[src/hw/rtl/asoc_pkg.sv]
// ----------------------------------------------------------------------------
// asoc_pkg
// Types, codes and constants of the actuator safety output controller.
// ----------------------------------------------------------------------------
`default_nettype none

package asoc_pkg;

  // Sizes
  localparam int CHANNELS_DEF = 8;
  localparam int SLOTS        = 8;   // mask width, slots addressable by a request
  localparam int SLOT_W       = 3;
  localparam int DUTY_W       = 7;
  localparam int AGE_W        = 32;
  localparam int CAGE_W       = 16;
  localparam int SIL_W        = 16;
  localparam int ON_LIMIT_W   = 26;  // 65535 s in ms
  localparam int ADDR_W       = 5;
  localparam int DATA_W       = 32;

  // Constants
  localparam logic [DUTY_W-1:0] DUTY_FULL       = 7'd100;
  localparam int                MS_PER_S        = 1000;
  localparam logic [15:0]       TIMEOUT_RESET   = 16'd5000;
  localparam logic [15:0]       DELAY_RESET     = 16'd3000;

  // Action codes
  typedef enum logic [2:0] {
    ACT_TICK    = 3'd0,
    ACT_COMMAND = 3'd1,
    ACT_MANUAL  = 3'd2,
    ACT_ESTOP   = 3'd3,
    ACT_LINK    = 3'd4
  } action_t;

  // Network command codes
  typedef enum logic [1:0] {
    CMD_OFF     = 2'd0,
    CMD_ON      = 2'd1,
    CMD_PWM     = 2'd2,
    CMD_UNKNOWN = 2'd3
  } command_t;

  // Result status codes
  typedef enum logic [1:0] {
    ST_OK     = 2'd0,
    ST_NOSLOT = 2'd1,
    ST_BADCMD = 2'd2,
    ST_FAST   = 2'd3
  } status_t;

  // Register indexes
  typedef enum logic [2:0] {
    REG_ENABLE_MASK = 3'd0,
    REG_PWM_MASK    = 3'd1,
    REG_MAX_ON      = 3'd2,
    REG_MIN_CYCLE   = 3'd3,
    REG_TIMEOUT     = 3'd4,
    REG_DELAY       = 3'd5
  } reg_index_t;

  // Request payload
  typedef struct packed {
    logic [2:0] action;
    logic [2:0] slot;
    logic [1:0] command;
    logic [7:0] duty;
    logic       manual_on;
    logic       link_up;
  } req_t;

  // Response payload
  typedef struct packed {
    logic [1:0]        status;
    logic              channel_on;
    logic [DUTY_W-1:0] drive_duty;
    logic              manual_flag;
    logic              degraded;
    logic              shutoff_event;
  } rsp_t;

  // Configuration seen by the channel logic
  typedef struct packed {
    logic [SLOTS-1:0]      enable_mask;
    logic [SLOTS-1:0]      pwm_mask;
    logic                  on_limit_en;
    logic [ON_LIMIT_W-1:0] on_limit;
    logic [15:0]           min_cycle;
    logic [15:0]           timeout;
    logic [15:0]           delay;
  } cfg_t;

  // Duty clamp to full scale
  function automatic logic [DUTY_W-1:0] clamp_duty(input logic [7:0] d);
    return (d > 8'(DUTY_FULL)) ? DUTY_FULL : d[DUTY_W-1:0];
  endfunction

endpackage

`default_nettype wire

[src/hw/rtl/asoc_regs.sv]
// ----------------------------------------------------------------------------
// asoc_regs
// APB configuration registers; also keeps the max on-time in milliseconds.
// ----------------------------------------------------------------------------
`default_nettype none

module asoc_regs import asoc_pkg::*; (
  input  logic              clk,
  input  logic              rst,
  input  logic              psel,
  input  logic              penable,
  input  logic              pwrite,
  input  logic [ADDR_W-1:0] paddr,
  input  logic [DATA_W-1:0] pwdata,
  output logic [DATA_W-1:0] prdata,
  output cfg_t              cfg
);

  logic [SLOTS-1:0]      enable_mask;
  logic [SLOTS-1:0]      pwm_mask;
  logic [15:0]           max_on_seconds;
  logic [ON_LIMIT_W-1:0] on_limit;
  logic [15:0]           min_cycle_ms;
  logic [15:0]           cmd_timeout;
  logic [15:0]           degraded_delay_ms;
  logic [2:0]            reg_idx;
  logic                  wr_en;

  assign reg_idx = paddr[4:2];
  assign wr_en   = psel && penable && pwrite;

  // Register writes
  always_ff @(posedge clk) begin
    if (rst) begin
      enable_mask       <= '0;
      pwm_mask          <= '0;
      max_on_seconds    <= '0;
      on_limit          <= '0;
      min_cycle_ms      <= '0;
      cmd_timeout       <= TIMEOUT_RESET;
      degraded_delay_ms <= DELAY_RESET;
    end else if (wr_en) begin
      case (reg_idx)
        REG_ENABLE_MASK: enable_mask <= pwdata[SLOTS-1:0];
        REG_PWM_MASK:    pwm_mask    <= pwdata[SLOTS-1:0];
        REG_MAX_ON: begin
          max_on_seconds <= pwdata[15:0];
          on_limit       <= ON_LIMIT_W'({10'b0, pwdata[15:0]} * ON_LIMIT_W'(MS_PER_S));
        end
        REG_MIN_CYCLE:   min_cycle_ms      <= pwdata[15:0];
        REG_TIMEOUT:     cmd_timeout       <= pwdata[15:0];
        REG_DELAY:       degraded_delay_ms <= pwdata[15:0];
        default: ;
      endcase
    end
  end

  // Read mux
  always_comb begin
    case (reg_idx)
      REG_ENABLE_MASK: prdata = {24'b0, enable_mask};
      REG_PWM_MASK:    prdata = {24'b0, pwm_mask};
      REG_MAX_ON:      prdata = {16'b0, max_on_seconds};
      REG_MIN_CYCLE:   prdata = {16'b0, min_cycle_ms};
      REG_TIMEOUT:     prdata = {16'b0, cmd_timeout};
      REG_DELAY:       prdata = {16'b0, degraded_delay_ms};
      default:         prdata = '0;
    endcase
  end

  assign cfg.enable_mask = enable_mask;
  assign cfg.pwm_mask    = pwm_mask;
  assign cfg.on_limit_en = |max_on_seconds;
  assign cfg.on_limit    = on_limit;
  assign cfg.min_cycle   = min_cycle_ms;
  assign cfg.timeout     = cmd_timeout;
  assign cfg.delay       = degraded_delay_ms;

endmodule

`default_nettype wire

[src/hw/rtl/asoc_core.sv]
// ----------------------------------------------------------------------------
// asoc_core
// Per-channel state and the single-pass update for one request.
// ----------------------------------------------------------------------------
`default_nettype none

module asoc_core import asoc_pkg::*; #(
  parameter int CHANNELS = CHANNELS_DEF
) (
  input  logic clk,
  input  logic rst,
  input  cfg_t cfg,
  input  req_t req,
  input  logic step,
  output rsp_t rsp
);

  // Channel state
  logic              on_flags          [CHANNELS];
  logic              on_flags_next     [CHANNELS];
  logic [DUTY_W-1:0] duty_store        [CHANNELS];
  logic [DUTY_W-1:0] duty_store_next   [CHANNELS];
  logic              manual_flags      [CHANNELS];
  logic              manual_flags_next [CHANNELS];
  logic [AGE_W-1:0]  change_age        [CHANNELS];
  logic [AGE_W-1:0]  change_age_next   [CHANNELS];
  logic              command_seen      [CHANNELS];
  logic              command_seen_next [CHANNELS];
  logic [CAGE_W-1:0] command_age       [CHANNELS];
  logic [CAGE_W-1:0] command_age_next  [CHANNELS];
  logic              link_state, link_state_next;
  logic              degraded_flag, degraded_flag_next;
  logic [SIL_W-1:0]  silence_ticks, silence_ticks_next;

  logic [AGE_W-1:0]  age_inc  [CHANNELS];
  logic [CAGE_W-1:0] cage_inc [CHANNELS];
  logic [CHANNELS-1:0] present, hit, recent;
  logic              slot_present;
  logic [AGE_W-1:0]  sel_age;
  logic              cmd_known, new_on, lockout;
  logic [DUTY_W-1:0] new_duty;
  logic [1:0]        status;
  logic              shut;
  logic              rd_on, rd_man;
  logic [DUTY_W-1:0] rd_duty;

  // Which channels exist, and which one the request addresses
  for (genvar g = 0; g < CHANNELS; g++) begin : g_chan
    if (g < SLOTS) begin : g_slot
      assign present[g] = cfg.enable_mask[g];
    end else begin : g_noslot
      assign present[g] = 1'b0;
    end
    assign hit[g] = (32'(req.slot) == g);
  end

  assign slot_present = (32'(req.slot) < CHANNELS) && cfg.enable_mask[req.slot];

  // Saturating age increments and recent-command flags
  always_comb begin
    for (int i = 0; i < CHANNELS; i++) begin
      age_inc[i]  = (change_age[i] == '1) ? change_age[i] : change_age[i] + 1'b1;
      cage_inc[i] = (command_age[i] == '1) ? command_age[i] : command_age[i] + 1'b1;
      recent[i]   = present[i] && command_seen[i] && (cage_inc[i] < cfg.timeout);
    end
  end

  // Change age of the addressed channel, for the lockout
  always_comb begin
    sel_age = '0;
    for (int i = 0; i < CHANNELS; i++) begin
      if (hit[i]) sel_age = change_age[i];
    end
  end

  // Command decode
  always_comb begin
    cmd_known = 1'b1;
    new_on    = 1'b0;
    new_duty  = '0;
    case (req.command)
      CMD_OFF: begin
        new_on   = 1'b0;
        new_duty = '0;
      end
      CMD_ON: begin
        new_on   = 1'b1;
        new_duty = DUTY_FULL;
      end
      CMD_PWM: begin
        new_on   = 1'b1;
        new_duty = clamp_duty(req.duty);
      end
      default: cmd_known = 1'b0;
    endcase
  end

  assign lockout = (cfg.min_cycle != '0) && (sel_age < {16'b0, cfg.min_cycle});

  // Next state
  always_comb begin
    on_flags_next      = on_flags;
    duty_store_next    = duty_store;
    manual_flags_next  = manual_flags;
    change_age_next    = change_age;
    command_seen_next  = command_seen;
    command_age_next   = command_age;
    link_state_next    = link_state;
    degraded_flag_next = degraded_flag;
    silence_ticks_next = silence_ticks;
    status             = ST_OK;
    shut               = 1'b0;

    case (req.action)
      ACT_TICK: begin
        change_age_next  = age_inc;
        command_age_next = cage_inc;
        // silence tracking
        if (link_state && (|present) && !(|recent)) begin
          silence_ticks_next = (silence_ticks == '1) ? silence_ticks
                                                     : silence_ticks + 1'b1;
          if (silence_ticks_next > cfg.delay) degraded_flag_next = 1'b1;
        end else begin
          silence_ticks_next = '0;
        end
        // max on-time shutoff
        if (cfg.on_limit_en) begin
          for (int i = 0; i < CHANNELS; i++) begin
            if (present[i] && on_flags[i] && age_inc[i] >= {6'b0, cfg.on_limit}) begin
              on_flags_next[i]   = 1'b0;
              change_age_next[i] = '0;
              shut               = 1'b1;
            end
          end
        end
      end
      ACT_COMMAND: begin
        if (!slot_present) begin
          status = ST_NOSLOT;
        end else if (!cmd_known) begin
          status = ST_BADCMD;
        end else if (lockout) begin
          status = ST_FAST;
        end else begin
          for (int i = 0; i < CHANNELS; i++) begin
            if (hit[i]) begin
              command_seen_next[i] = 1'b1;
              command_age_next[i]  = '0;
              if (on_flags[i] != new_on || duty_store[i] != new_duty) begin
                on_flags_next[i]     = new_on;
                duty_store_next[i]   = new_duty;
                manual_flags_next[i] = 1'b0;
                change_age_next[i]   = '0;
              end
            end
          end
          degraded_flag_next = 1'b0;
          silence_ticks_next = '0;
        end
      end
      ACT_MANUAL: begin
        if (!slot_present) begin
          status = ST_NOSLOT;
        end else begin
          for (int i = 0; i < CHANNELS; i++) begin
            if (hit[i]) begin
              on_flags_next[i]     = req.manual_on;
              duty_store_next[i]   = clamp_duty(req.duty);
              manual_flags_next[i] = 1'b1;
              change_age_next[i]   = '0;
            end
          end
        end
      end
      ACT_ESTOP: begin
        for (int i = 0; i < CHANNELS; i++) begin
          if (present[i]) begin
            on_flags_next[i]   = 1'b0;
            duty_store_next[i] = '0;
            change_age_next[i] = '0;
          end
        end
      end
      ACT_LINK: begin
        link_state_next    = req.link_up;
        degraded_flag_next = !req.link_up;
        silence_ticks_next = '0;
      end
      default: ;
    endcase
  end

  // Addressed channel after the update
  always_comb begin
    rd_on   = 1'b0;
    rd_man  = 1'b0;
    rd_duty = '0;
    for (int i = 0; i < CHANNELS; i++) begin
      if (hit[i] && present[i]) begin
        rd_on   = on_flags_next[i];
        rd_man  = manual_flags_next[i];
        rd_duty = duty_store_next[i];
      end
    end
  end

  // Result
  always_comb begin
    rsp.status      = status;
    rsp.channel_on  = rd_on;
    rsp.manual_flag = rd_man;
    if (!rd_on) begin
      rsp.drive_duty = '0;
    end else if (cfg.pwm_mask[req.slot] && rd_duty < DUTY_FULL) begin
      rsp.drive_duty = rd_duty;
    end else begin
      rsp.drive_duty = DUTY_FULL;
    end
    rsp.degraded      = degraded_flag_next;
    rsp.shutoff_event = shut;
  end

  // State registers
  always_ff @(posedge clk) begin
    if (rst) begin
      for (int i = 0; i < CHANNELS; i++) begin
        on_flags[i]     <= 1'b0;
        duty_store[i]   <= '0;
        manual_flags[i] <= 1'b0;
        change_age[i]   <= '1;
        command_seen[i] <= 1'b0;
        command_age[i]  <= '0;
      end
      link_state    <= 1'b0;
      degraded_flag <= 1'b0;
      silence_ticks <= '0;
    end else if (step) begin
      on_flags      <= on_flags_next;
      duty_store    <= duty_store_next;
      manual_flags  <= manual_flags_next;
      change_age    <= change_age_next;
      command_seen  <= command_seen_next;
      command_age   <= command_age_next;
      link_state    <= link_state_next;
      degraded_flag <= degraded_flag_next;
      silence_ticks <= silence_ticks_next;
    end
  end

endmodule

`default_nettype wire

[src/hw/rtl/actuator_safety_output_controller.sv]
// ----------------------------------------------------------------------------
// actuator_safety_output_controller
// Multi-channel actuator output controller with lockout, max on-time,
// emergency stop and degraded-mode tracking.
//
//   channel  direction  handshake                       payload
//   req      in         req_valid / req_ready           req_t
//   rsp      out        rsp_valid / rsp_ready           rsp_t
//   apb      in/out     psel & penable & pwrite/pready  paddr, pwdata, prdata
//
// One request per cycle sustained while responses are taken; a taken request
// loads the input register, then the response register (input, then response).
// The per-channel update is one pass of logic between those two registers.
// Reset is synchronous; no clearing pass is needed after it.
// A stalled response holds the response register; the input register still
// takes a request if the response drains in the same cycle.
// ----------------------------------------------------------------------------
`default_nettype none

module actuator_safety_output_controller import asoc_pkg::*; #(
  parameter int CHANNELS = CHANNELS_DEF
) (
  input  logic              clk,
  input  logic              rst,
  input  logic              req_valid,
  output logic              req_ready,
  input  req_t              req,
  output logic              rsp_valid,
  input  logic              rsp_ready,
  output rsp_t              rsp,
  input  logic              psel,
  input  logic              penable,
  input  logic              pwrite,
  input  logic [ADDR_W-1:0] paddr,
  input  logic [DATA_W-1:0] pwdata,
  output logic [DATA_W-1:0] prdata,
  output logic              pready
);

  cfg_t cfg;
  req_t req_hold;
  logic req_full;
  logic advance;
  rsp_t core_rsp;

  assign pready = 1'b1;

  asoc_regs u_regs (
    .clk     (clk),
    .rst     (rst),
    .psel    (psel),
    .penable (penable),
    .pwrite  (pwrite),
    .paddr   (paddr),
    .pwdata  (pwdata),
    .prdata  (prdata),
    .cfg     (cfg)
  );

  // Pipeline control
  assign advance   = req_full && (!rsp_valid || rsp_ready);
  assign req_ready = !req_full || advance;

  always_ff @(posedge clk) begin
    if (rst) begin
      req_full  <= 1'b0;
      rsp_valid <= 1'b0;
    end else begin
      if (req_ready) req_full <= req_valid;
      if (advance) begin
        rsp_valid <= 1'b1;
      end else if (rsp_ready) begin
        rsp_valid <= 1'b0;
      end
    end
  end

  // Payload registers
  always_ff @(posedge clk) begin
    if (req_valid && req_ready) req_hold <= req;
    if (advance) rsp <= core_rsp;
  end

  asoc_core #(
    .CHANNELS (CHANNELS)
  ) u_core (
    .clk  (clk),
    .rst  (rst),
    .cfg  (cfg),
    .req  (req_hold),
    .step (advance),
    .rsp  (core_rsp)
  );

endmodule

`default_nettype wire

[config.mk]
export PLATFORM = sky130hd
export DESIGN_NAME = actuator_safety_output_controller
export DESIGN_NICKNAME = d
export VERILOG_FILES = /design/src/hw/rtl/asoc_pkg.sv /design/src/hw/rtl/asoc_regs.sv /design/src/hw/rtl/asoc_core.sv /design/src/hw/rtl/actuator_safety_output_controller.sv
export SDC_FILE = /design/constraint.sdc
export NUM_CORES = 2
export LEC_CHECK = 0
export BUFFER_PORTS_ARGS = -buffer_cell sky130_fd_sc_hd__buf_2
export CORE_MARGIN = 4
export CORE_UTILIZATION = 35
export DETAILED_ROUTE_END_ITERATION = 7
export PLACE_DENSITY = 0.57
export SETUP_SLACK_MARGIN = 0.4
export SYNTH_ARGS = -nofsm -noshare
export SYNTH_HDL_FRONTEND = slang
export SYNTH_SLANG_ARGS = --single-unit
[constraint.sdc]
create_clock -name clk -period 6.95 [get_ports clk]
set_clock_uncertainty 0.05 [all_clocks]
set_input_delay 1.0425 -clock clk [delete_from_list [all_inputs] [get_ports clk]]
set_output_delay 1.0425 -clock clk [all_outputs]
set_load 0.005 [all_outputs]
==> results.md <==
- Status: finished, final reports clean
- Setup crit start: u_core.change_age[138]
- Tot GR Track Use: between 20% and 30%
- Commonest non-fill, non-tap cell in the layout: nand2_1
- Clock buffer depth: 3
- FFs w/ async S/R, synth: 0%
- Root Buffer: clkbuf_16
- Number of synthesized flops with an enable pin: 31
- First-pass GRT wire length: about 280 mm
- Slew Limit Fails: 0
- Crit-path cells: and4_1, nand4_1, buf_4, nor4_2, nand2b_1, and4_1, nand2_1, nor2_1, and3_1, xor2_1, ha_1, and4_1, nand4_1, nand2b_1, a2111oi_0, nor4_1, o211ai_1, nor3_1, o211a_1, a211oi_1, o2bb2ai_1, o211a_2, nor2_1, a32o_1
- Crit path max-delay cell type: dfxtp_1
- Clock sink total: a little over 600
- Wire per inst: around 23 um
- Relative slew slack: between 20% and 30%
- FF+latch count, synth: around 620
- Initial Util: 35.39%
- Max incr delay on CP: approximately 0.60 ns
- Drc violations: 0
- Row cnt: roughly 140
- Initial antenna violation count: 6
- Syn Std Cell Area: a little under 50000 um^2
- Maxcap violations: 0
- Finished Core Util: between 30% and 40%
- Sequential share of the synthesized area: 26.27%
- LEAKAGE: around 21 nW
- Die width: roughly 380 um
- Crit path capture: rsp[5]
- Final Hold Violating Endpoints: 0
- Pin count of the biggest net entering global routing: 161
- Critical Path RT: 7.32 ns
- Layout cells sized above 1: under 10%
- Syn. warnings: 0
- Dpl hpwl: roughly 130 mm
- Setup_tns: 0 ns
- Post-Syn Area per Cell: 7.836 um^2
- Post-route ant nets: 0
- CP Launch Type: register
- Initial DRC Count: 5628
- H-tree depth: 3
- Most frequent cells in the layout: nand2_1 (699), dfxtp_1 (585), a21oi_1 (499)
- Grt total ovfl: 0
- DIE AREA: roughly 140000 um^2
- Ratio of total power to cell area: around 230 nW/um^2
- Tmin final: between 6 and 7 ns
- Fin nets: about 6600
- Vias: between 40000 and 50000
- Setup violators final: 0
- CP Class: reg -> reg
- Synth Flop Type: dfxtp_1
- Port bufs: between 70 and 80
- Worst r2r dst: rsp[5]
- R2R depth: 24
- IO Pins: between 100 and 150
- CP max FO: 9
- Via/cell ratio: between 6 and 7
- Worst flop-to-flop path startpoint: u_core.change_age[138]
- CTS tree: yes
- Core region area: 136000 um^2
- VDD IR-drop max: between 0.0002 and 0.00025 V
- Crit path top cell by count: and4_1
- Worst slew pin tran: ~1.1 ns
- Die height: between 300 and 400 um
- Setup slack, reg-to-reg: ~0.66 ns
- Pre-antenna DRT Iters: 8
- RSZ-0062 raised after global routing: no
- Syn-to-layout area delta: 10.30%
- Tightest Hold Check Type: reg -> reg
- Syn Inst Count: roughly 6000
- GPL Wtd Cong: roughly 1
- Worst-skew pair later-pin latency: 0.69 ns
- Crit. End Element: register
- Total CTS buffers: 82
- Crit share post-route: between 90% and 100%
- Crit path DAT: between 6 and 7 ns
- Drt total wl: between 150 and 200 mm
- Netlist cell types: around 120
- Clock input transition at the sequential cells of the worst setup and hold paths: 0.06 ns
- Fmax: between 150 and 200 MHz
- # fillers: about 14000
- Vias in the first global route: 43903
[worst max-delay path, delay by kind of cell, from the launching register on]
kind	cells	cell delay (ns)
compound gates	7	1.92
buf+inv	1	0.20
xor+xnor	1	0.15
fa+ha+maj	1	0.30
flops	1	0.60
simple gates	14	2.83
[power by group]
part           internal [mW]  switching (mW)  total [mW]
sequential              3.66           0.157        3.81
clock                   2.59            1.83        4.42
combinational           1.60            2.32        3.92
[sequential cells by signal (all words and copies together), names as in the netlist]
register	cells
u_core.change_age	256
u_core.command_age	128
u_core.duty_store	56
u_regs.on_limit	21
req_hold	18
u_core.silence_ticks	16
u_regs.cmd_timeout	16
u_regs.degraded_delay_ms	16
u_regs.max_on_seconds	16
u_regs.min_cycle_ms	16
rsp	13
u_core.command_seen	8
u_core.manual_flags	8
u_core.on_flags	8
u_regs.enable_mask	8
u_regs.pwm_mask	8
req_full	1
rsp_valid	1
u_core.degraded_flag	1
u_core.link_state	1
[cells in the mapped netlist, types with 40 or more instances]
cell type	instances	share of area, %
inv_1	194	1.5
a22oi_1	63	0.98
ha_1	408	11
nand3_1	322	3.3
mux2i_1	97	2.0
fa_1	54	2.2
nand4_1	166	2.2
nor3_1	132	1.4
clkbuf_1	296	2.3
nor2_1	467	3.6
a21oi_1	500	5.2
nand2_1	700	5.5
o311ai_0	42	0.76
o22ai_1	50	0.65
and4_1	45	0.82
nor2b_1	46	0.60
and3_1	125	1.6
xor2_1	133	2.4
a21o_1	102	1.6
and2_1	58	0.75
a31oi_1	57	0.74
o21ai_0	320	3.3
o211ai_1	58	0.90
a221o_1	121	2.5
xnor2_1	239	4.3
dfxtp_1	585	24
nand2b_1	45	0.58
nor4_1	79	1.0
a211oi_1	40	0.62
[metal layers]
metal	up-vias	wire length, um	global-route usage, %
li1	22416	-	-
met1	23223	82430	34.99
met4	8	7403	8.775
met5	-	52	0.2058
met2	2103	79510	37.83
met3	398	16200	4.564
[worst min path at each step]
stage / depth (start not counted) / endpoint / slack, ns / start
after floorplan: 2 / u_regs.on_limit[15] / 0.38 / u_regs.on_limit[15]
after global placement: 2 / u_regs.on_limit[16] / 0.39 / u_regs.on_limit[16]
after detailed placement: 2 / u_regs.on_limit[17] / 0.40 / u_regs.on_limit[17]
after CTS: 2 / u_regs.on_limit[17] / 0.40 / u_regs.on_limit[17]
after global routing: 2 / u_regs.cmd_timeout[5] / 0.42 / u_regs.cmd_timeout[5]
final: 2 / u_regs.on_limit[17] / 0.40 / u_regs.on_limit[17]
[layout make-up]
cell class	instances	area [um^2]	share of cell area, %
multi-input combinational	4953	33290	62.72
sequential	616	12640	23.82
clock inverter	25	324.1	0.6105
antenna	1	2.502	0.004714
tap	1781	2228	4.198
inverter	198	748.2	1.410
clock buffer	125	2446	4.608
timing repair buffer	208	1399	2.635
[what timing repair did]
| action | CTS | global route |
|---|---|---|
| hold buffers | 0 | 0 |
| endpoints found under the setup margin | 0 | 42 |
| gates resized for setup | 0 | 10 |
| setup buffers | 0 | 0 |
| endpoints found under the hold margin | 0 | 0 |
[cells by family (layout without fill, tap and decap cells)]
group	count (synthesis)	count (layout)	share of synthesized area (%)
muxes	130	130	2.993
and+or+nand+nor	2328	2328	23.74
DFF	616	616	26.27
AOI/OAI and AO/OA	1644	1644	22.42
adders and majority gates	462	462	12.85
buffers and inverters	587	556	4.940
other	2	18	0.01561
xor gates and xnor gates	372	372	6.770
[through the flow]
stage	instances	instance area [um^2]	power [mW]	hold WS (ns)	setup slack (ns)
CTS	7906	53030	12.16	0.4032	0.6085
global placement	7756	50260	7.670	0.3904	0.7484
floorplan	6156	48180	6.784	0.3819	1.299
detailed placement	7756	50260	7.726	0.3969	0.6747
finish	7907	53080	12.15	0.4013	0.6593
global route	7906	53080	12.84	0.4198	0.4282
Note: power is estimated with default switching activity, not from simulation.
